--- src/rtl/core/image_rotate_mirror_crop_addressing_top_assert.svh ---
// assertion macros for the rotate/mirror/crop address generator
// used by image_rotate_mirror_crop_addressing_top; expects clk and rst_n in scope
`ifndef IMAGE_ROTATE_MIRROR_CROP_ADDRESSING_TOP_ASSERT_SVH
`define IMAGE_ROTATE_MIRROR_CROP_ADDRESSING_TOP_ASSERT_SVH

`ifndef SYNTH
// checked on every rising clock edge outside reset
`define IRMC_ASSERT(lbl, prop, msg) \
    lbl: assert property (@(posedge clk) disable iff (!rst_n) (prop)) else $error(msg);
// implication form, checked outside reset
`define IRMC_ASSERT_IMP(lbl, ante, cons, msg) \
    lbl: assert property (@(posedge clk) disable iff (!rst_n) (ante) |-> (cons)) \
        else $error(msg);
`else
`define IRMC_ASSERT(lbl, prop, msg)
`define IRMC_ASSERT_IMP(lbl, ante, cons, msg)
`endif

`endif

--- src/rtl/core/irmc_pkg.sv ---
// shared types and constants of the rotate/mirror/crop address generator
// no dependencies
`default_nettype none

package irmc_pkg;

    // field widths
    localparam int COORD_W  = 12;
    localparam int DIM_W    = 13;
    localparam int MODE_W   = 4;
    localparam int STRIDE_W = 15;
    localparam int PIX_W    = 32;
    localparam int OFS_W    = 26;
    localparam int SRC_W    = 14;              // source row / column incl. window offset
    localparam int PROD_W   = SRC_W + STRIDE_W;
    localparam int BPP_SHIFT = 2;              // four bytes per pixel

    // configuration port
    localparam int DATA_W     = 32;
    localparam int REG_ADDR_W = 5;
    localparam int REG_IDX_W  = 3;

    localparam logic [REG_IDX_W-1:0] REG_CLIP_X        = 3'd0;
    localparam logic [REG_IDX_W-1:0] REG_CLIP_Y        = 3'd1;
    localparam logic [REG_IDX_W-1:0] REG_CLIP_WIDTH    = 3'd2;
    localparam logic [REG_IDX_W-1:0] REG_CLIP_HEIGHT   = 3'd3;
    localparam logic [REG_IDX_W-1:0] REG_SOURCE_WIDTH  = 3'd4;
    localparam logic [REG_IDX_W-1:0] REG_SOURCE_HEIGHT = 3'd5;
    localparam logic [REG_IDX_W-1:0] REG_MODE          = 3'd6;
    localparam logic [REG_IDX_W-1:0] REG_LINE_STRIDE   = 3'd7;

    // mode fields
    localparam int MODE_MIRROR_BIT = 2;
    localparam int MODE_INVERT_BIT = 3;
    localparam logic [1:0] ROT_0   = 2'd0;
    localparam logic [1:0] ROT_90  = 2'd1;
    localparam logic [1:0] ROT_180 = 2'd2;
    localparam logic [1:0] ROT_270 = 2'd3;

    localparam logic [PIX_W-1:0] COLOUR_MASK = 32'h00FF_FFFF;

    // op codes
    localparam logic OP_ADDR  = 1'b0;
    localparam logic OP_PIXEL = 1'b1;

    // queue between front and back
    localparam int QDEPTH = 4;
    localparam int QPTR_W = 2;
    localparam int QLVL_W = 3;

    typedef struct packed {
        logic [COORD_W-1:0]  clip_x;
        logic [COORD_W-1:0]  clip_y;
        logic [DIM_W-1:0]    clip_width;
        logic [DIM_W-1:0]    clip_height;
        logic [DIM_W-1:0]    source_width;
        logic [DIM_W-1:0]    source_height;
        logic [MODE_W-1:0]   mode;
        logic [STRIDE_W-1:0] line_stride;
    } cfg_t;

    typedef struct packed {
        logic             addr_valid;   // address op inside the output frame
        logic             in_range;
        logic [SRC_W-1:0] src_row;
        logic [SRC_W-1:0] src_col;
        logic [PIX_W-1:0] pixel;
    } q_entry_t;

    typedef struct packed {
        logic              empty;
        logic              full;
        logic [QLVL_W-1:0] level;
    } q_status_t;

endpackage

`default_nettype wire

--- src/rtl/core/image_rotate_mirror_crop_addressing_top.sv ---
// top level of the rotate/mirror/crop address generator: register file, apb port
// depends on irmc_pkg, irmc_front, irmc_queue, irmc_back and the assertion header
`default_nettype none

`include "image_rotate_mirror_crop_addressing_top_assert.svh"

// One item per clock: an address request (op 0) maps an output position of the
// cropped, rotated and optionally mirrored frame to the byte offset of its source
// pixel, a pixel transfer (op 1) inverts the blue, green and red bytes when the
// invert bit of mode is set. Every accepted item gives exactly one result, shown
// for a single cycle with done high, in accept order. The receiver has no way to
// hold results off, and none is needed: the back end drains the queue every cycle,
// so busy stays low in normal use and start may be held high continuously. Each
// item passes the queue memory, the queue read register, the row-times-stride
// multiplier stage and the final offset add register.
// Positions outside the rotated output frame return in_range low and offset zero.
// Registers sit on the apb port at byte address 4*index and may be rewritten only
// while no item is in flight.

module image_rotate_mirror_crop_addressing_top (
    input  wire                                 clk,
    input  wire                                 rst_n,
    // item port
    input  wire                                 start,
    output logic                                busy,
    input  wire                                 op,
    input  wire [irmc_pkg::COORD_W-1:0]         out_col,
    input  wire [irmc_pkg::COORD_W-1:0]         out_row,
    input  wire [irmc_pkg::PIX_W-1:0]           pixel_in,
    // result port
    output logic                                done,
    output logic [irmc_pkg::OFS_W-1:0]          src_offset,
    output logic                                in_range,
    output logic [irmc_pkg::PIX_W-1:0]          pixel_out,
    // configuration port
    input  wire                                 psel,
    input  wire                                 penable,
    input  wire                                 pwrite,
    input  wire [irmc_pkg::REG_ADDR_W-1:0]      paddr,
    input  wire [irmc_pkg::DATA_W-1:0]          pwdata,
    output logic [irmc_pkg::DATA_W-1:0]         prdata,
    output logic                                pready
);
    import irmc_pkg::*;

    cfg_t              cfg_reg;
    logic              cfg_wr;
    logic [REG_IDX_W-1:0] reg_idx;

    q_entry_t          front_entry;
    q_entry_t          q_data;
    q_status_t         q_stat;
    logic              q_valid;
    logic              accept;

    // register write: access phase of an apb write
    assign pready  = 1'b1;
    assign cfg_wr  = psel && penable && pwrite && pready;
    assign reg_idx = paddr[REG_ADDR_W-1:2];

    always_ff @(posedge clk or negedge rst_n)
    begin
        if (!rst_n)
        begin
            cfg_reg <= '0;
        end
        else if (cfg_wr)
        begin
            unique case (reg_idx)
                REG_CLIP_X:        cfg_reg.clip_x        <= pwdata[COORD_W-1:0];
                REG_CLIP_Y:        cfg_reg.clip_y        <= pwdata[COORD_W-1:0];
                REG_CLIP_WIDTH:    cfg_reg.clip_width    <= pwdata[DIM_W-1:0];
                REG_CLIP_HEIGHT:   cfg_reg.clip_height   <= pwdata[DIM_W-1:0];
                REG_SOURCE_WIDTH:  cfg_reg.source_width  <= pwdata[DIM_W-1:0];
                REG_SOURCE_HEIGHT: cfg_reg.source_height <= pwdata[DIM_W-1:0];
                REG_MODE:          cfg_reg.mode          <= pwdata[MODE_W-1:0];
                REG_LINE_STRIDE:   cfg_reg.line_stride   <= pwdata[STRIDE_W-1:0];
                default: ;
            endcase
        end
    end

    // register readback, zero extended
    always_comb
    begin
        unique case (reg_idx)
            REG_CLIP_X:        prdata = DATA_W'(cfg_reg.clip_x);
            REG_CLIP_Y:        prdata = DATA_W'(cfg_reg.clip_y);
            REG_CLIP_WIDTH:    prdata = DATA_W'(cfg_reg.clip_width);
            REG_CLIP_HEIGHT:   prdata = DATA_W'(cfg_reg.clip_height);
            REG_SOURCE_WIDTH:  prdata = DATA_W'(cfg_reg.source_width);
            REG_SOURCE_HEIGHT: prdata = DATA_W'(cfg_reg.source_height);
            REG_MODE:          prdata = DATA_W'(cfg_reg.mode);
            REG_LINE_STRIDE:   prdata = DATA_W'(cfg_reg.line_stride);
            default:           prdata = '0;
        endcase
    end

    // item handshake: the queue only pushes back when it is full
    assign busy   = q_stat.full;
    assign accept = start && !busy;

    irmc_front u_front (
        .cfg      (cfg_reg),
        .op       (op),
        .out_col  (out_col),
        .out_row  (out_row),
        .pixel_in (pixel_in),
        .entry    (front_entry)
    );

    // back end never stalls, so drain whenever something is queued
    irmc_queue u_queue (
        .clk       (clk),
        .rst_n     (rst_n),
        .push      (accept),
        .push_data (front_entry),
        .pop       (!q_stat.empty),
        .pop_valid (q_valid),
        .pop_data  (q_data),
        .status    (q_stat)
    );

    irmc_back u_back (
        .clk         (clk),
        .rst_n       (rst_n),
        .in_valid    (q_valid),
        .entry       (q_data),
        .line_stride (cfg_reg.line_stride),
        .done        (done),
        .src_offset  (src_offset),
        .in_range    (in_range),
        .pixel_out   (pixel_out)
    );

    // queue holds at most one item since the back drains every cycle
    `IRMC_ASSERT(a_queue_shallow, q_stat.level <= QLVL_W'(1), "queue grew beyond one entry")
    // a result that is out of range carries nothing
    `IRMC_ASSERT_IMP(a_out_of_range_zero, done && !in_range,
        (src_offset == '0) && (pixel_out == '0), "out-of-range result not zero")
    // a pixel result never carries an offset
    `IRMC_ASSERT_IMP(a_pixel_no_offset, done && (pixel_out != '0),
        (src_offset == '0) && in_range, "pixel result with offset or range flag low")

endmodule

`default_nettype wire

--- src/rtl/core/irmc_front.sv ---
// front end: classifies an item and resolves source row/column or the pixel
// depends on irmc_pkg
`default_nettype none

module irmc_front (
    input  wire irmc_pkg::cfg_t                    cfg,
    input  wire                                    op,
    input  wire [irmc_pkg::COORD_W-1:0]            out_col,
    input  wire [irmc_pkg::COORD_W-1:0]            out_row,
    input  wire [irmc_pkg::PIX_W-1:0]              pixel_in,
    output irmc_pkg::q_entry_t                     entry
);
    import irmc_pkg::*;

    logic             empty_clip;
    logic [SRC_W-1:0] cx, cy, cw, ch, ow, oh, col, row;
    logic [SRC_W-1:0] col_fwd, col_rev_c, col_fwd_r, col_rev_r;
    logic [1:0]       rot;
    logic             mir;
    logic             in_frame;
    logic [SRC_W-1:0] srow, scol;

    always_comb
    begin
        empty_clip = (cfg.clip_width == '0) || (cfg.clip_height == '0);
        cx  = empty_clip ? '0 : SRC_W'(cfg.clip_x);
        cy  = empty_clip ? '0 : SRC_W'(cfg.clip_y);
        cw  = empty_clip ? SRC_W'(cfg.source_width)  : SRC_W'(cfg.clip_width);
        ch  = empty_clip ? SRC_W'(cfg.source_height) : SRC_W'(cfg.clip_height);
        rot = cfg.mode[1:0];
        mir = cfg.mode[MODE_MIRROR_BIT];
        ow  = rot[0] ? ch : cw;
        oh  = rot[0] ? cw : ch;
        col = SRC_W'(out_col);
        row = SRC_W'(out_row);
        in_frame = (col < ow) && (row < oh);

        // column candidates, exact whenever the position is in the frame
        col_fwd   = cx + col;
        col_rev_c = cx + cw - SRC_W'(1) - col;
        col_fwd_r = cx + row;
        col_rev_r = cx + cw - SRC_W'(1) - row;

        unique case (rot)
            ROT_0:
            begin
                srow = cy + row;
                scol = mir ? col_rev_c : col_fwd;
            end
            ROT_90:
            begin
                srow = cy + col;
                scol = mir ? col_fwd_r : col_rev_r;
            end
            ROT_180:
            begin
                srow = cy + ch - SRC_W'(1) - row;
                scol = mir ? col_fwd : col_rev_c;
            end
            ROT_270:
            begin
                srow = cy + ch - SRC_W'(1) - col;
                scol = mir ? col_rev_r : col_fwd_r;
            end
            default:
            begin
                srow = '0;
                scol = '0;
            end
        endcase

        if (op == OP_PIXEL)
        begin
            entry.addr_valid = 1'b0;
            entry.in_range   = 1'b1;
            entry.src_row    = '0;
            entry.src_col    = '0;
            entry.pixel      = cfg.mode[MODE_INVERT_BIT] ? (pixel_in ^ COLOUR_MASK) : pixel_in;
        end
        else
        begin
            entry.addr_valid = in_frame;
            entry.in_range   = in_frame;
            entry.src_row    = srow;
            entry.src_col    = scol;
            entry.pixel      = '0;
        end
    end

endmodule

`default_nettype wire

--- src/rtl/core/irmc_queue.sv ---
// small fifo between front and back, registered read port
// depends on irmc_pkg
`default_nettype none

module irmc_queue (
    input  wire                   clk,
    input  wire                   rst_n,
    input  wire                   push,
    input  wire irmc_pkg::q_entry_t push_data,
    input  wire                   pop,
    output logic                  pop_valid,
    output irmc_pkg::q_entry_t    pop_data,
    output irmc_pkg::q_status_t   status
);
    import irmc_pkg::*;

    q_entry_t          mem [QDEPTH];
    logic [QPTR_W-1:0] wr_ptr_reg, rd_ptr_reg;
    logic [QLVL_W-1:0] level_reg, level_next;
    logic              do_push, do_pop;
    logic              valid_reg;
    q_entry_t          data_reg;

    assign status.empty = (level_reg == '0);
    assign status.full  = (level_reg == QLVL_W'(QDEPTH));
    assign status.level = level_reg;

    assign do_push = push && !status.full;
    assign do_pop  = pop && !status.empty;

    always_comb
    begin
        level_next = level_reg;
        if (do_push && !do_pop)
            level_next = level_reg + QLVL_W'(1);
        else if (do_pop && !do_push)
            level_next = level_reg - QLVL_W'(1);
    end

    always_ff @(posedge clk)
    begin
        if (do_push)
            mem[wr_ptr_reg] <= push_data;
        if (do_pop)
            data_reg <= mem[rd_ptr_reg];
    end

    always_ff @(posedge clk or negedge rst_n)
    begin
        if (!rst_n)
        begin
            wr_ptr_reg <= '0;
            rd_ptr_reg <= '0;
            level_reg  <= '0;
            valid_reg  <= 1'b0;
        end
        else
        begin
            if (do_push)
                wr_ptr_reg <= wr_ptr_reg + QPTR_W'(1);
            if (do_pop)
                rd_ptr_reg <= rd_ptr_reg + QPTR_W'(1);
            level_reg <= level_next;
            valid_reg <= do_pop;
        end
    end

    assign pop_valid = valid_reg;
    assign pop_data  = data_reg;

endmodule

`default_nettype wire

--- src/rtl/core/irmc_back.sv ---
// back end: row times stride multiply, then offset add and result strobe
// depends on irmc_pkg
`default_nettype none

module irmc_back (
    input  wire                            clk,
    input  wire                            rst_n,
    input  wire                            in_valid,
    input  wire irmc_pkg::q_entry_t        entry,
    input  wire [irmc_pkg::STRIDE_W-1:0]   line_stride,
    output logic                           done,
    output logic [irmc_pkg::OFS_W-1:0]     src_offset,
    output logic                           in_range,
    output logic [irmc_pkg::PIX_W-1:0]     pixel_out
);
    import irmc_pkg::*;

    // multiply stage
    logic              mul_valid_reg;
    logic [PROD_W-1:0] prod_reg;
    logic [SRC_W-1:0]  scol_reg;
    logic              addr_valid_reg;
    logic              range_reg;
    logic [PIX_W-1:0]  pix_reg;

    // output stage
    logic              out_valid_reg;
    logic [OFS_W-1:0]  ofs_reg, ofs_next;
    logic              out_range_reg;
    logic [PIX_W-1:0]  out_pix_reg;

    always_comb
    begin
        if (addr_valid_reg)
            ofs_next = prod_reg[OFS_W-1:0]
                     + OFS_W'({scol_reg, {BPP_SHIFT{1'b0}}});
        else
            ofs_next = '0;
    end

    always_ff @(posedge clk)
    begin
        prod_reg       <= PROD_W'(entry.src_row) * PROD_W'(line_stride);
        scol_reg       <= entry.src_col;
        addr_valid_reg <= entry.addr_valid;
        range_reg      <= entry.in_range;
        pix_reg        <= entry.pixel;
        ofs_reg        <= ofs_next;
        out_range_reg  <= range_reg;
        out_pix_reg    <= pix_reg;
    end

    always_ff @(posedge clk or negedge rst_n)
    begin
        if (!rst_n)
        begin
            mul_valid_reg <= 1'b0;
            out_valid_reg <= 1'b0;
        end
        else
        begin
            mul_valid_reg <= in_valid;
            out_valid_reg <= mul_valid_reg;
        end
    end

    assign done       = out_valid_reg;
    assign src_offset = ofs_reg;
    assign in_range   = out_range_reg;
    assign pixel_out  = out_pix_reg;

endmodule

`default_nettype wire

--- config.mk ---
export PLATFORM = sky130hd
export DESIGN_NAME = image_rotate_mirror_crop_addressing_top
export DESIGN_NICKNAME = d
export VERILOG_FILES = /design/src/rtl/core/irmc_pkg.sv /design/src/rtl/core/image_rotate_mirror_crop_addressing_top.sv /design/src/rtl/core/irmc_front.sv /design/src/rtl/core/irmc_queue.sv /design/src/rtl/core/irmc_back.sv
export VERILOG_INCLUDE_DIRS = /design/src /design/src/rtl/core
export SDC_FILE = /design/constraint.sdc
export NUM_CORES = 1
export LEC_CHECK = 0
export BUFFER_PORTS_ARGS = -buffer_cell sky130_fd_sc_hd__buf_2
export CORE_AREA = 2 2 378 267
export CTS_CLUSTER_DIAMETER = 100
export DETAILED_ROUTE_END_ITERATION = 8
export DIE_AREA = 0 0 380 269
export GPL_TIMING_DRIVEN = 0
export PLACE_DENSITY_LB_ADDON = 0.25
export SETUP_SLACK_MARGIN = 0.15
export SYNTH_ARGS = -nofsm -noshare
export SYNTH_HDL_FRONTEND = slang
export SYNTH_SLANG_ARGS = --single-unit
--- constraint.sdc ---
create_clock -name clk -period 7.1 [get_ports clk]
set_clock_uncertainty 0.15 [all_clocks]
set_input_delay 1.42 -clock clk [delete_from_list [all_inputs] [get_ports clk]]
set_output_delay 1.42 -clock clk [all_outputs]
set_load 0.05 [all_outputs]
== After elaboration in Yosys (flattened, before gate mapping) ==
Memories as Yosys holds them, arrays and structs flattened. A register that Yosys moved wholly into a read port is not among the register bits.
Index checks and enable logic that the tools add are counted.
Word-level totals
  memories kept: 1
  memory bits (writable): 248
  bits in latches: 0
  bits in read-only memories: 0
  logic and storage cells: 100
  register bits after elaboration: 238
Operators by class
  bitwise operators: 1
  reductions and logical operators: 26
  magnitude comparators: 2
  div/mod/pow operators: 0
  shifts and indexed selects: 0
  $add $sub $neg: 17
  $mul: 1
  multiplexer cells: 19
  equal/unequal tests: 11
Memories
  u_queue.mem: words 4, width 62, read ports 1, clocked after Yosys merged registers in 1, write ports 1, line irmc_queue.sv:17  | q_entry_t mem [QDEPTH];
Operators with widths (number)
  case mux 32 bit (8 select lines): 1
  case mux 14 bit (4 select lines): 2
  2-to-1 mux 14 bit: 6
  2-to-1 mux 62 bit: 1
  adder 14 x 12 -> 14 bit: 4
  subtractor 14 x 12 -> 14 bit: 4
  adder 14 bit: 2
  less-than comparator 12 x 14 -> 1 bit: 2
  subtractor 14 x 1 -> 14 bit (second input constant): 2
  adder 26 x 16 -> 26 bit: 1
  zero test 13 bit: 2
  multiplier 14 x 15 -> 26 bit: 1
  2-to-1 mux 13 bit: 2
  2-to-1 mux 12 bit: 2
  2-to-1 mux 24 bit: 1
  inverter 24 bit: 1
  AND reduction 2 bit: 8
  == test 3 bit (second input constant): 5
  logical AND 1 bit: 7
  == test 3 x 2 -> 1 bit (second input constant): 2
  zero test 3 bit: 2
  2-to-1 mux 3 bit: 2
  adder 2 x 1 -> 2 bit (second input constant): 2
  == test 2 bit (second input constant): 2
  other kinds (9): 13

== Logic depth before layout (Yosys ltp) ==
Gate-level depths: netlist (run 1).
  word-level depth: 9
  depth in mapped cells: 25
  depth with buffers taken out: 23

== Cells and area by module ==
A second synthesis (run 1) with hierarchy kept.
Unflattened totals
  cell total of the unflattened synthesis: 2818
  area, all modules: 33430.8 µm²
By module, submodules not included
  irmc_queue: sequential area each 9509.1 µm², area an instance 11334.6 µm², cells each 424, times used 1
  irmc_back: sequential area each 2712.6 µm², area an instance 10227.3 µm², cells each 1028, times used 1
  irmc_front: sequential area each 0.0 µm², area an instance 7269.5 µm², cells each 1012, times used 1
  image_rotate_mirror_crop_addressing_top: sequential area each 2377.3 µm², area an instance 4599.4 µm², cells each 354, times used 1

== Worst setup path before layout (run 1) ==
No wires, ideal clock.
  kind: reg2reg
  start: reg cfg_reg[55] in the netlist's numbering
  end: mem u_queue.mem[0][58] in the netlist's numbering, data pin
  stages on the path, launching flop included: 25
  data arrival time: 5.540 ns
  setup slack: 1.120 ns
  cells stage by stage: dfrtp_1 > or4_1 > nor3_2 > a31oi_2 > clkbuf_1 > mux2i_1 > ha_1 > inv_1 > ha_1 > fa_1 > a21o_1 > a21oi_1 > o21ai_0 > o21ai_0 > nand2b_1 > a21oi_1 > xnor2_1 > ha_1 > and2_1 > nand2_1 > a2111oi_0 > nor2_1 > a21oi_1 > xnor2_1 > a2111oi_0
RTL lines
  from (decl): line image_rotate_mirror_crop_addressing_top.sv:46  | cfg_t cfg_reg;
  to (decl): line irmc_queue.sv:17

== Final worst setup path (run 1) ==
  start: reg u_queue.pop_data[58] (netlist name)
  end: reg u_back.prod_reg[25]
On the way
  cells in the longest elaborated chain, start to end: 1
RTL lines
  multiplier 14 x 15 -> 26 bit: line irmc_back.sv:43  | prod_reg <= PROD_W'(entry.src_row) * PROD_W'(line_stride);
  to (signal assigned): line irmc_back.sv:43
  to (decl): line irmc_back.sv:20  | logic [PROD_W-1:0] prod_reg;
No other way between the ends.
A chain may end at the register's enable or synchronous reset.

==> qor.yml, run 1 <==
sta:
  fin_crit_ns: 6.72
  min_period_over_period: 0.947
  final_max_slew_viol_count: 0
  rsz0062_at_grt: "no"
  final_hold_viol_count: 0
  maxSlewHeadroom: 0.00328
  worst_slew_pin_slew_ns: 1.46
  setup_viol: 0
  fmax_mhz: 149
clock_network:
  ctsHtreeMaxLevel: 2
  cts_tree: "yes"
  hold_buffers: 0
  clkLatencyLatePin_ns: 0.63
  root_buffer: "clkbuf_16"
  clock-sinks: 548
  clockBufferDepth: 3
  clkSlewWorstSetupHoldPaths_ns: 0.07
  cts_buffers: 54
logic_synthesis:
  avgSynthCellArea_um2: 11.5
  synth_most_common_cell: "inv_1"
  synth.largest_area_cell: "edfxtp_1"
  yosys-top-cells-count: "inv_1, edfxtp_1, nand2_1"
  synth_edf_count: 310
  ys_async_sr_fraction: 0.192
  synth_seq_cells: 548
  netlist_top_cells_area: "edfxtp_1, fa_1, ha_1"
  ys_warn_count: 0
  yosys_most_used_dff: "edfxtp_1"
  netlist_area_um2: 33300
  synth_top_area_share: 0.279
  yosysUniqueCellTypes: 76
  yosysSeqAreaShare: 0.438
  synth_cells: 2902
layout:
  area_growth_pct: 14.4
  largest_register_ffs: 248
  final_cells: 4523
  finalInstanceArea_um2: 38100
  multi_input_area_um2: 17200
  seq_area_um2: 14600
  nFillCells: 9806
  drive_gt1_frac: 0.163
  final_nets: 3634
grt:
  grt_pass1_wl_um: 138000
  antenna_found_initial: 5
  use_met3: 0.0367
  use_met1: 0.285
  grt_overflow: 0
  grtUsageTotal: 0.177
  grt_pass1_vias: 21500
  grt_most_used_layer: "met1"
  grt_max_degree: 91
  met2_usage: 0.245
routing:
  drtPass1Iterations: 6
  drc: 0
  num_vias: 22300
  wire_per_inst_um: 20.3
  ant_nets: 0
  viasPerCell: 4.93
  wl_um: 91600
  first_iter_violations: 1959
floorplan:
  die_area_um2: 102000
  core_area_um2: 99000
  pin_count: 194
  fp.dieW_um: 380
  rows: 97
  initial_core_util: 0.337
  die_h_um: 269
critical_path:
  worstPathMaxFanout: 10
  arrival_ns: 7.07
  r2r-end: "u_back.prod_reg[25]$_DFF_P_"
  cp-start-kind: "flip-flop"
  reg2reg_from: "u_queue.pop_data[58]$_DFFE_PP_"
  setup.worst_path.start: "u_queue.pop_data[58]$_DFFE_PP_"
  r2r_cells: 19
  critPathCapture: "u_back.prod_reg[25]$_DFF_P_"
  r2r_slack_ns: 0.38
  crit_required_ns: 7.45
  critPathCaptureType: "flip-flop"
  worst-setup-path-type: "flip-flop to flip-flop"
worst_hold_path:
  hp-class: "flip-flop to flip-flop"
job:
  maxCapViolations: 1
placed_design:
  place_area_um2: 36000
  dp_hpwl_um: 72000
  gp_congestion: 0.922
  dp.cells: 4415
  io_buffer_count: 154
status:
  violations: "max-capacitance violations"
  run_status: "finished with violations"
[per-stage QoR]
stage	worst slack [ns]	setup TNS (ns)	hold slack [ns]	utilization
after detailed placement	-0.494	-5.14	0.162	0.364
final	0.376	0	0.170	0.385
after global routing	0.140	0	0.180	0.385
after global placement	-0.497	-5.47	0.162	0.362
after CTS	0.157	0	0.163	0.384
after floorplan	1.12	0	0.160	-
[layout make-up]
class	count	share of cell area
Antenna cell	4	0.000263
Buffer	126	0.0151
Clock buffer	65	0.0384
Clock inverter	37	0.0121
Inverter	317	0.0313
Multi-Input combinational cell	1927	0.451
Sequential cell	548	0.383
Tap cell	1336	0.0438
Timing Repair Buffer	163	0.0251
[worst min-delay path by stage]
stage | slack, ns | cells past startpoint | from | endpoint
2_1_floorplan | 0.16 | 0 | u_back.range_reg$_DFF_P_ | u_back.in_range$_DFF_P_
4_1_cts | 0.16 | 0 | u_back.pix_reg[3]$_DFF_P_ | u_back.pixel_out[3]$_DFF_P_
3_3_place_gp | 0.16 | 0 | u_back.pix_reg[18]$_DFF_P_ | u_back.pixel_out[18]$_DFF_P_
3_5_place_dp | 0.16 | 0 | u_back.pix_reg[0]$_DFF_P_ | u_back.pixel_out[0]$_DFF_P_
6_report | 0.17 | 0 | u_back.pix_reg[3]$_DFF_P_ | u_back.pixel_out[3]$_DFF_P_
5_1_grt | 0.18 | 0 | u_back.pix_reg[3]$_DFF_P_ | u_back.pixel_out[3]$_DFF_P_
[cell usage in the layout (no fill, tap or decap), drive strengths merged, types with 25 or more instances in the layout]
master,n
xor2,61
fa,160
edfxtp,310
and2,139
dfrtp,105
xnor2,84
nand2,281
nand3,28
nor3,40
a21oi,117
o21a,25
inv,318
clkbuf,152
nor2b,36
clkinv,25
mux4,72
dfxtp,133
mux2i,62
mux2,100
buf,202
ha,237
o21ai,95
a21o,29
nor2,106
[metal layers]
metal  vias to the layer above  wire length (um)
met5                         -                 0
met4                         0              1040
met3                        83              7040
met2                       697             36300
met1                     11000             47200
li1                      10600                 -
[timing repair]
item	4_1_cts	5_1_grt
pin swaps	0	1
buffers inserted	0	2
resized for setup	22	49
endpoints found under the setup margin	34	35
[worst max-delay path, cell delays in order, from the launching register on]
cell and delay (ns):
edfxtp_1 0.48, clkbuf_1 0.50, nand2_1 0.15, fa_1 0.49
fa_1 0.52, fa_1 0.43, fa_1 0.49, inv_1 0.05
fa_1 0.49, ha_1 0.30, ha_1 0.27, clkbuf_1 0.19
a21oi_1 0.16, o21bai_1 0.12, a2111oi_2 0.50, o2111ai_2 0.28
a311oi_1 0.41, o21ai_0 0.16, a21oi_1 0.19, xnor2_1 0.25
[cell families after synthesis]
kind of cell             count (synthesis)  synth area share
AO/OA/AOI/OAI                          403            0.0780
XOR/XNOR                               145            0.0381
adder cells (fa/ha/maj)                397             0.185
buffers and inverters                  443            0.0519
flip-flops                             548             0.438
multiplexers                           234             0.101
other                                    2          0.000225
AND/OR/NAND/NOR                        730             0.108
Power of run 1 is left out: the tool's default activity adds up to more than one toggle a clock period on the data nets, which glitch-free logic cannot reach.
==> inputs of run 2 (changes only) <==
Settings changed: ABC_AREA set to 1, CORE_AREA 2 2 378 267 to 2 2 378 268, DIE_AREA 0 0 380 269 to 0 0 380 270.
==> qor.yml, run 2 <==
logic_synthesis:
  synth_top_area_share: 0.278
  synth_cells: 3739
  yosys_most_used_dff: "edfxtp_1"
  netlist_area_um2: 33500
  synth_edf_count: 310
  yosysUniqueCellTypes: 58
  synth.largest_area_cell: "edfxtp_1"
  synth_most_common_cell: "nand2_1"
  avgSynthCellArea_um2: 8.95
  yosysSeqAreaShare: 0.436
  synth_seq_cells: 548
  netlist_top_cells_area: "edfxtp_1, fa_1, ha_1"
  yosys-top-cells-count: "nand2_1, inv_1, o21ai_0"
  ys_async_sr_fraction: 0.192
  ys_warn_count: 0
routing:
  drc: 0
  num_vias: 26300
  first_iter_violations: 2303
  viasPerCell: 4.91
  wl_um: 103000
  ant_nets: 0
  drtPass1Iterations: 6
  wire_per_inst_um: 19.3
grt:
  grt_overflow: 0
  grt_most_used_layer: "met1"
  grt_pass1_wl_um: 156000
  antenna_found_initial: 3
  use_met3: 0.0505
  grt_pass1_vias: 24900
  grt_max_degree: 88
  grtUsageTotal: 0.198
  use_met1: 0.303
  met2_usage: 0.278
worst_hold_path:
  whs_path_depth: 0
  hp-class: "flip-flop to flip-flop"
  min_from: "u_back.pix_reg[19]$_DFF_P_"
  whs_endpoint: "u_back.pixel_out[19]$_DFF_P_"
floorplan:
  pin_count: 194
  core_area_um2: 99000
  initial_core_util: 0.338
  die_area_um2: 103000
  rows: 97
  fp.dieW_um: 380
  die_h_um: 270
layout:
  nFillCells: 10100
  drive_gt1_frac: 0.0836
  seq_area_um2: 14600
  final_nets: 4471
  multi_input_area_um2: 16000
  layout_commonest_cell: "nand2_1"
  final_cells: 5357
  area_growth_pct: 14.1
  final_core_util: 0.386
  largest_register_ffs: 248
  mostFrequentLayoutCells: "nand2_1, inv_1, o21ai_0"
  antenna_cells: 0
sta:
  fmax_mhz: 152
  maxSlewHeadroom: 0.0885
  worst_slew_pin_slew_ns: 1.36
  fin_crit_ns: 6.59
  final_hold_viol_count: 0
  min_period_over_period: 0.928
  hold_slack_ns: 0.141
  rsz0062_at_grt: "no"
  final_max_slew_viol_count: 0
  setup_viol: 0
clock_network:
  cts_buffers: 56
  ctsHtreeMaxLevel: 2
  hold_buffers: 0
  cts_setup_buffers: 0
  clock-sinks: 548
  cts_resized: 0
  clkLatencyLatePin_ns: 0.66
  root_buffer: "clkbuf_16"
  clkSlewWorstSetupHoldPaths_ns: 0.06
  clockBufferDepth: 3
  cts_tree: "yes"
critical_path:
  r2r_slack_ns: 0.51
  critPathCaptureType: "flip-flop"
  r2r_cells: 22
  worstPathMaxFanout: 10
  cp-start-kind: "flip-flop"
  crit_required_ns: 7.50
  r2r-end: "u_back.prod_reg[21]$_DFF_P_"
  arrival_ns: 6.99
  worst-setup-path-type: "flip-flop to flip-flop"
  reg2reg_from: "cfg_reg[12]$_DFFE_PN0P_"
placed_design:
  dp_hpwl_um: 81300
  gp_congestion: 0.967
  dp.cells: 5256
  io_buffer_count: 155
status:
  run_status: "complete, no violations"
job:
  maxCapViolations: 0
-- run 2: worst max path at each step --
stage | start | end | slack, ns | depth (start not counted)
floorplan | cfg_reg[9]$_DFFE_PN0P_ | u_back.prod_reg[20]$_DFF_P_ | 1.48 | 22
global placement | start | u_queue.mem[3][39]$_DFFE_PP_ | -0.28 | 3
detailed placement | cfg_reg[7]$_DFFE_PN0P_ | u_back.prod_reg[21]$_DFF_P_ | 0.47 | 24
CTS | cfg_reg[7]$_DFFE_PN0P_ | u_back.prod_reg[21]$_DFF_P_ | 0.41 | 24
global route | cfg_reg[7]$_DFFE_PN0P_ | u_back.prod_reg[21]$_DFF_P_ | 0.17 | 21
finish | cfg_reg[12]$_DFFE_PN0P_ | u_back.prod_reg[21]$_DFF_P_ | 0.51 | 22
-- run 2: worst max-delay path, stage by stage (launching register included) --
cell and delay, ns:
dfrtp_1 0.32, clkbuf_1 0.49, clkbuf_1 0.53, nand2_1 0.17
fa_1 0.57, inv_1 0.05, fa_1 0.46, fa_1 0.52
inv_1 0.06, fa_1 0.49, fa_1 0.49, inv_1 0.05
fa_1 0.43, ha_1 0.39, nand2_1 0.11, nor2_1 0.12
inv_1 0.06, nor3_1 0.28, a21oi_1 0.17, o21bai_1 0.27
nand3_1 0.11, nand2_1 0.08, xor2_1 0.13
-- run 2: kinds of logic (layout without fill, tap and decap cells) --
kind of cell,Yosys count,in the layout,synth area share
AO/OA/AOI/OAI,810,810,0.133
XOR/XNOR,82,82,0.0215
adder cells (fa/ha/maj),397,397,0.184
buffers and inverters,757,1023,0.0876
flip-flops,548,548,0.436
other,2,18,0.000225
AND/OR/NAND/NOR,1143,1143,0.137
-- run 2: routing by layer --
layer / up-vias / share of wire
li1: 12700 / -
met5: - / 0.00013
met4: 2 / 0.019
met2: 919 / 0.41
met3: 122 / 0.089
met1: 12500 / 0.49
-- run 2: cell type report --
type                            instances  share of cell area
Multi-Input combinational cell       2450               0.420
Sequential cell                       548               0.382
Inverter                              601              0.0592
Tap cell                             1336              0.0438
Clock buffer                           72              0.0401
Timing Repair Buffer                  165              0.0263
Buffer                                152              0.0174
Clock inverter                         33              0.0111
-- run 2: stage by stage --
| step | worst slack, ns | setup TNS (ns) | cell area (um2) |
|---|---|---|---|
| after floorplan | 1.48 | 0 | 33500 |
| after global placement | -0.283 | -31.18 | 36000 |
| after detailed placement | 0.470 | 0 | 36200 |
| after CTS | 0.409 | 0 | 38200 |
| after global routing | 0.167 | 0 | 38200 |
| final | 0.513 | 0 | 38200 |
Power of run 2 is left out for the same reason.
==> inputs of run 3 (changes only) <==
Settings changed: ABC_AREA 1 to unset, CORE_AREA 2 2 378 268 to 2 2 378 267, DIE_AREA 0 0 380 270 to 0 0 380 269.
Clock period 7.1 ns to 7.2 ns, I/O delays scaled along.
==> qor.yml, run 3 (synthesis results as in run 1) <==
status:
  run_status: "complete, no violations"
critical_path:
  worst-setup-path-type: "flip-flop to flip-flop"
  crit_required_ns: 7.45
  worstPathMaxFanout: 10
  cp-start-kind: "flip-flop"
  critPathCaptureType: "flip-flop"
  arrival_ns: 7.02
sta:
  fin_crit_ns: 6.77
  final_max_slew_viol_count: 0
  fmax_mhz: 148
  maxSlewHeadroom: 0.115
  final_hold_viol_count: 0
  worst_slew_pin_slew_ns: 1.29
  rsz0062_at_grt: "no"
  min_period_over_period: 0.941
  setup_ws_ns: 0.425
  setup_viol: 0
grt:
  antenna_found_initial: 5
  grt_pass1_wl_um: 138000
  grt_pass1_vias: 21500
  grt_overflow: 0
  grtUsageTotal: 0.177
  grt_max_degree: 91
placed_design:
  dp.cells: 4415
  gp_congestion: 0.922
  dp_hpwl_um: 72000
  pre_cts_slack_ns: -0.394
  io_buffer_count: 154
routing:
  wire_per_inst_um: 20.2
  first_iter_violations: 1902
  drtPass1Iterations: 5
  wl_um: 91500
  viasPerCell: 4.95
  num_vias: 22400
  ant_nets: 0
  drc: 0
clock_network:
  clkLatencyLatePin_ns: 0.63
  ctsHtreeMaxLevel: 2
  cts_tree: "yes"
  hold_buffers: 0
  cts_buffers: 54
  clockBufferDepth: 3
  clock-sinks: 548
  root_buffer: "clkbuf_16"
  clkSlewWorstSetupHoldPaths_ns: 0.07
  cts_setup_buffers: 0
layout:
  largest_register_ffs: 248
  final_core_util: 0.385
  mostFrequentLayoutCells: "inv_1, edfxtp_1, nand2_1"
  final_nets: 3632
  layout_commonest_cell: "inv_1"
  nFillCells: 9806
  area_growth_pct: 14.2
  drive_gt1_frac: 0.160
  final_cells: 4521
floorplan:
  die_area_um2: 102000
  core_area_um2: 99000
  rows: 97
  initial_core_util: 0.337
  fp.dieW_um: 380
  pin_count: 194
  die_h_um: 269
worst_hold_path:
  hp-class: "flip-flop to flip-flop"
job:
  maxCapViolations: 0
## run 3: cell count changes in the layout (fill, tap and decap cells not counted), sizes merged, moves of 40 or more
cell and change:
a21oi -91, and2 +135, clkbuf -40, inv -285
mux2 +100, mux2i +62, mux4 +72, nand2 -409
nand3 -64, nor2 -192, o21ai -328, o22ai -71
xnor2 +52
## run 3: layout make-up
class                      instances  area [um2]  area share
multi-input combinational       1927       17200       0.451
sequential                       548       14600       0.383
tap                             1336        1670      0.0439
clock buffer                      65        1460      0.0384
inverter                         317        1190      0.0313
timing repair buffer             161         942      0.0247
buffer                           126         572      0.0150
clock inverter                    37         463      0.0122
antenna                            4        10.0    0.000263
## run 3: worst paths after layout
path | from | end | slack [ns] | cells past startpoint
max in group asynchronous | rst_n | u_queue.wr_ptr_reg[0]$_DFFE_PN0P_ | 5.66 | 2
setup reg to reg | cfg_reg[55]$_DFFE_PN0P_ | u_queue.mem[3][45]$_DFFE_PP_ | 0.43 | 22
hold / removal | u_back.pix_reg[3]$_DFF_P_ | u_back.pixel_out[3]$_DFF_P_ | 0.17 | 0
hold reg to reg | u_back.pix_reg[3]$_DFF_P_ | u_back.pixel_out[3]$_DFF_P_ | 0.17 | 0
min in group asynchronous | rst_n | cfg_reg[85]$_DFFE_PN0P_ | 0.48 | 1
setup / recovery | cfg_reg[55]$_DFFE_PN0P_ | u_queue.mem[3][45]$_DFFE_PP_ | 0.43 | 22
## run 3: per-stage QoR
stage,instance area [um2],TNS [ns],hold WS (ns)
2_1_floorplan,33400,0,0.160
3_3_place_gp,35800,-3.77,0.162
3_5_place_dp,36000,-3.43,0.162
4_1_cts,38000,0,0.163
5_1_grt,38100,0,0.180
6_report,38100,0,0.171
## run 3: timing repair
item | 4_1_cts | 5_1_grt
gates resized for setup | 12 | 53
hold endpoints to repair | 0 | 0
setup endpoints to repair | 25 | 31
## run 3: worst max-delay path, stage by stage, from the launching register on
cell and delay, ns:
dfrtp_1 0.42, or4_1 0.54, nor3_2 0.20, a31oi_4 0.20
clkbuf_2 0.37, mux2i_2 0.39, ha_1 0.29, inv_1 0.06
ha_1 0.19, inv_1 0.07, fa_1 0.40, nor2b_1 0.17
o31a_1 0.19, o211ai_1 0.09, nand2_1 0.13, a21o_1 0.14
xor2_1 0.52, ha_1 0.42, a41oi_1 0.35, nor2b_1 0.10
or4_1 0.41, a221o_1 0.35, a21oi_2 0.37
## run 3: per-layer routing
metal	vias to the layer above	GRT usage	share of wire
met5	-	0	0
met3	72	0.0367	0.077
met1	11000	0.285	0.52
met2	710	0.245	0.40
met4	0	0.0261	0.011
li1	10500	-	-
Power of run 3 is left out for the same reason.
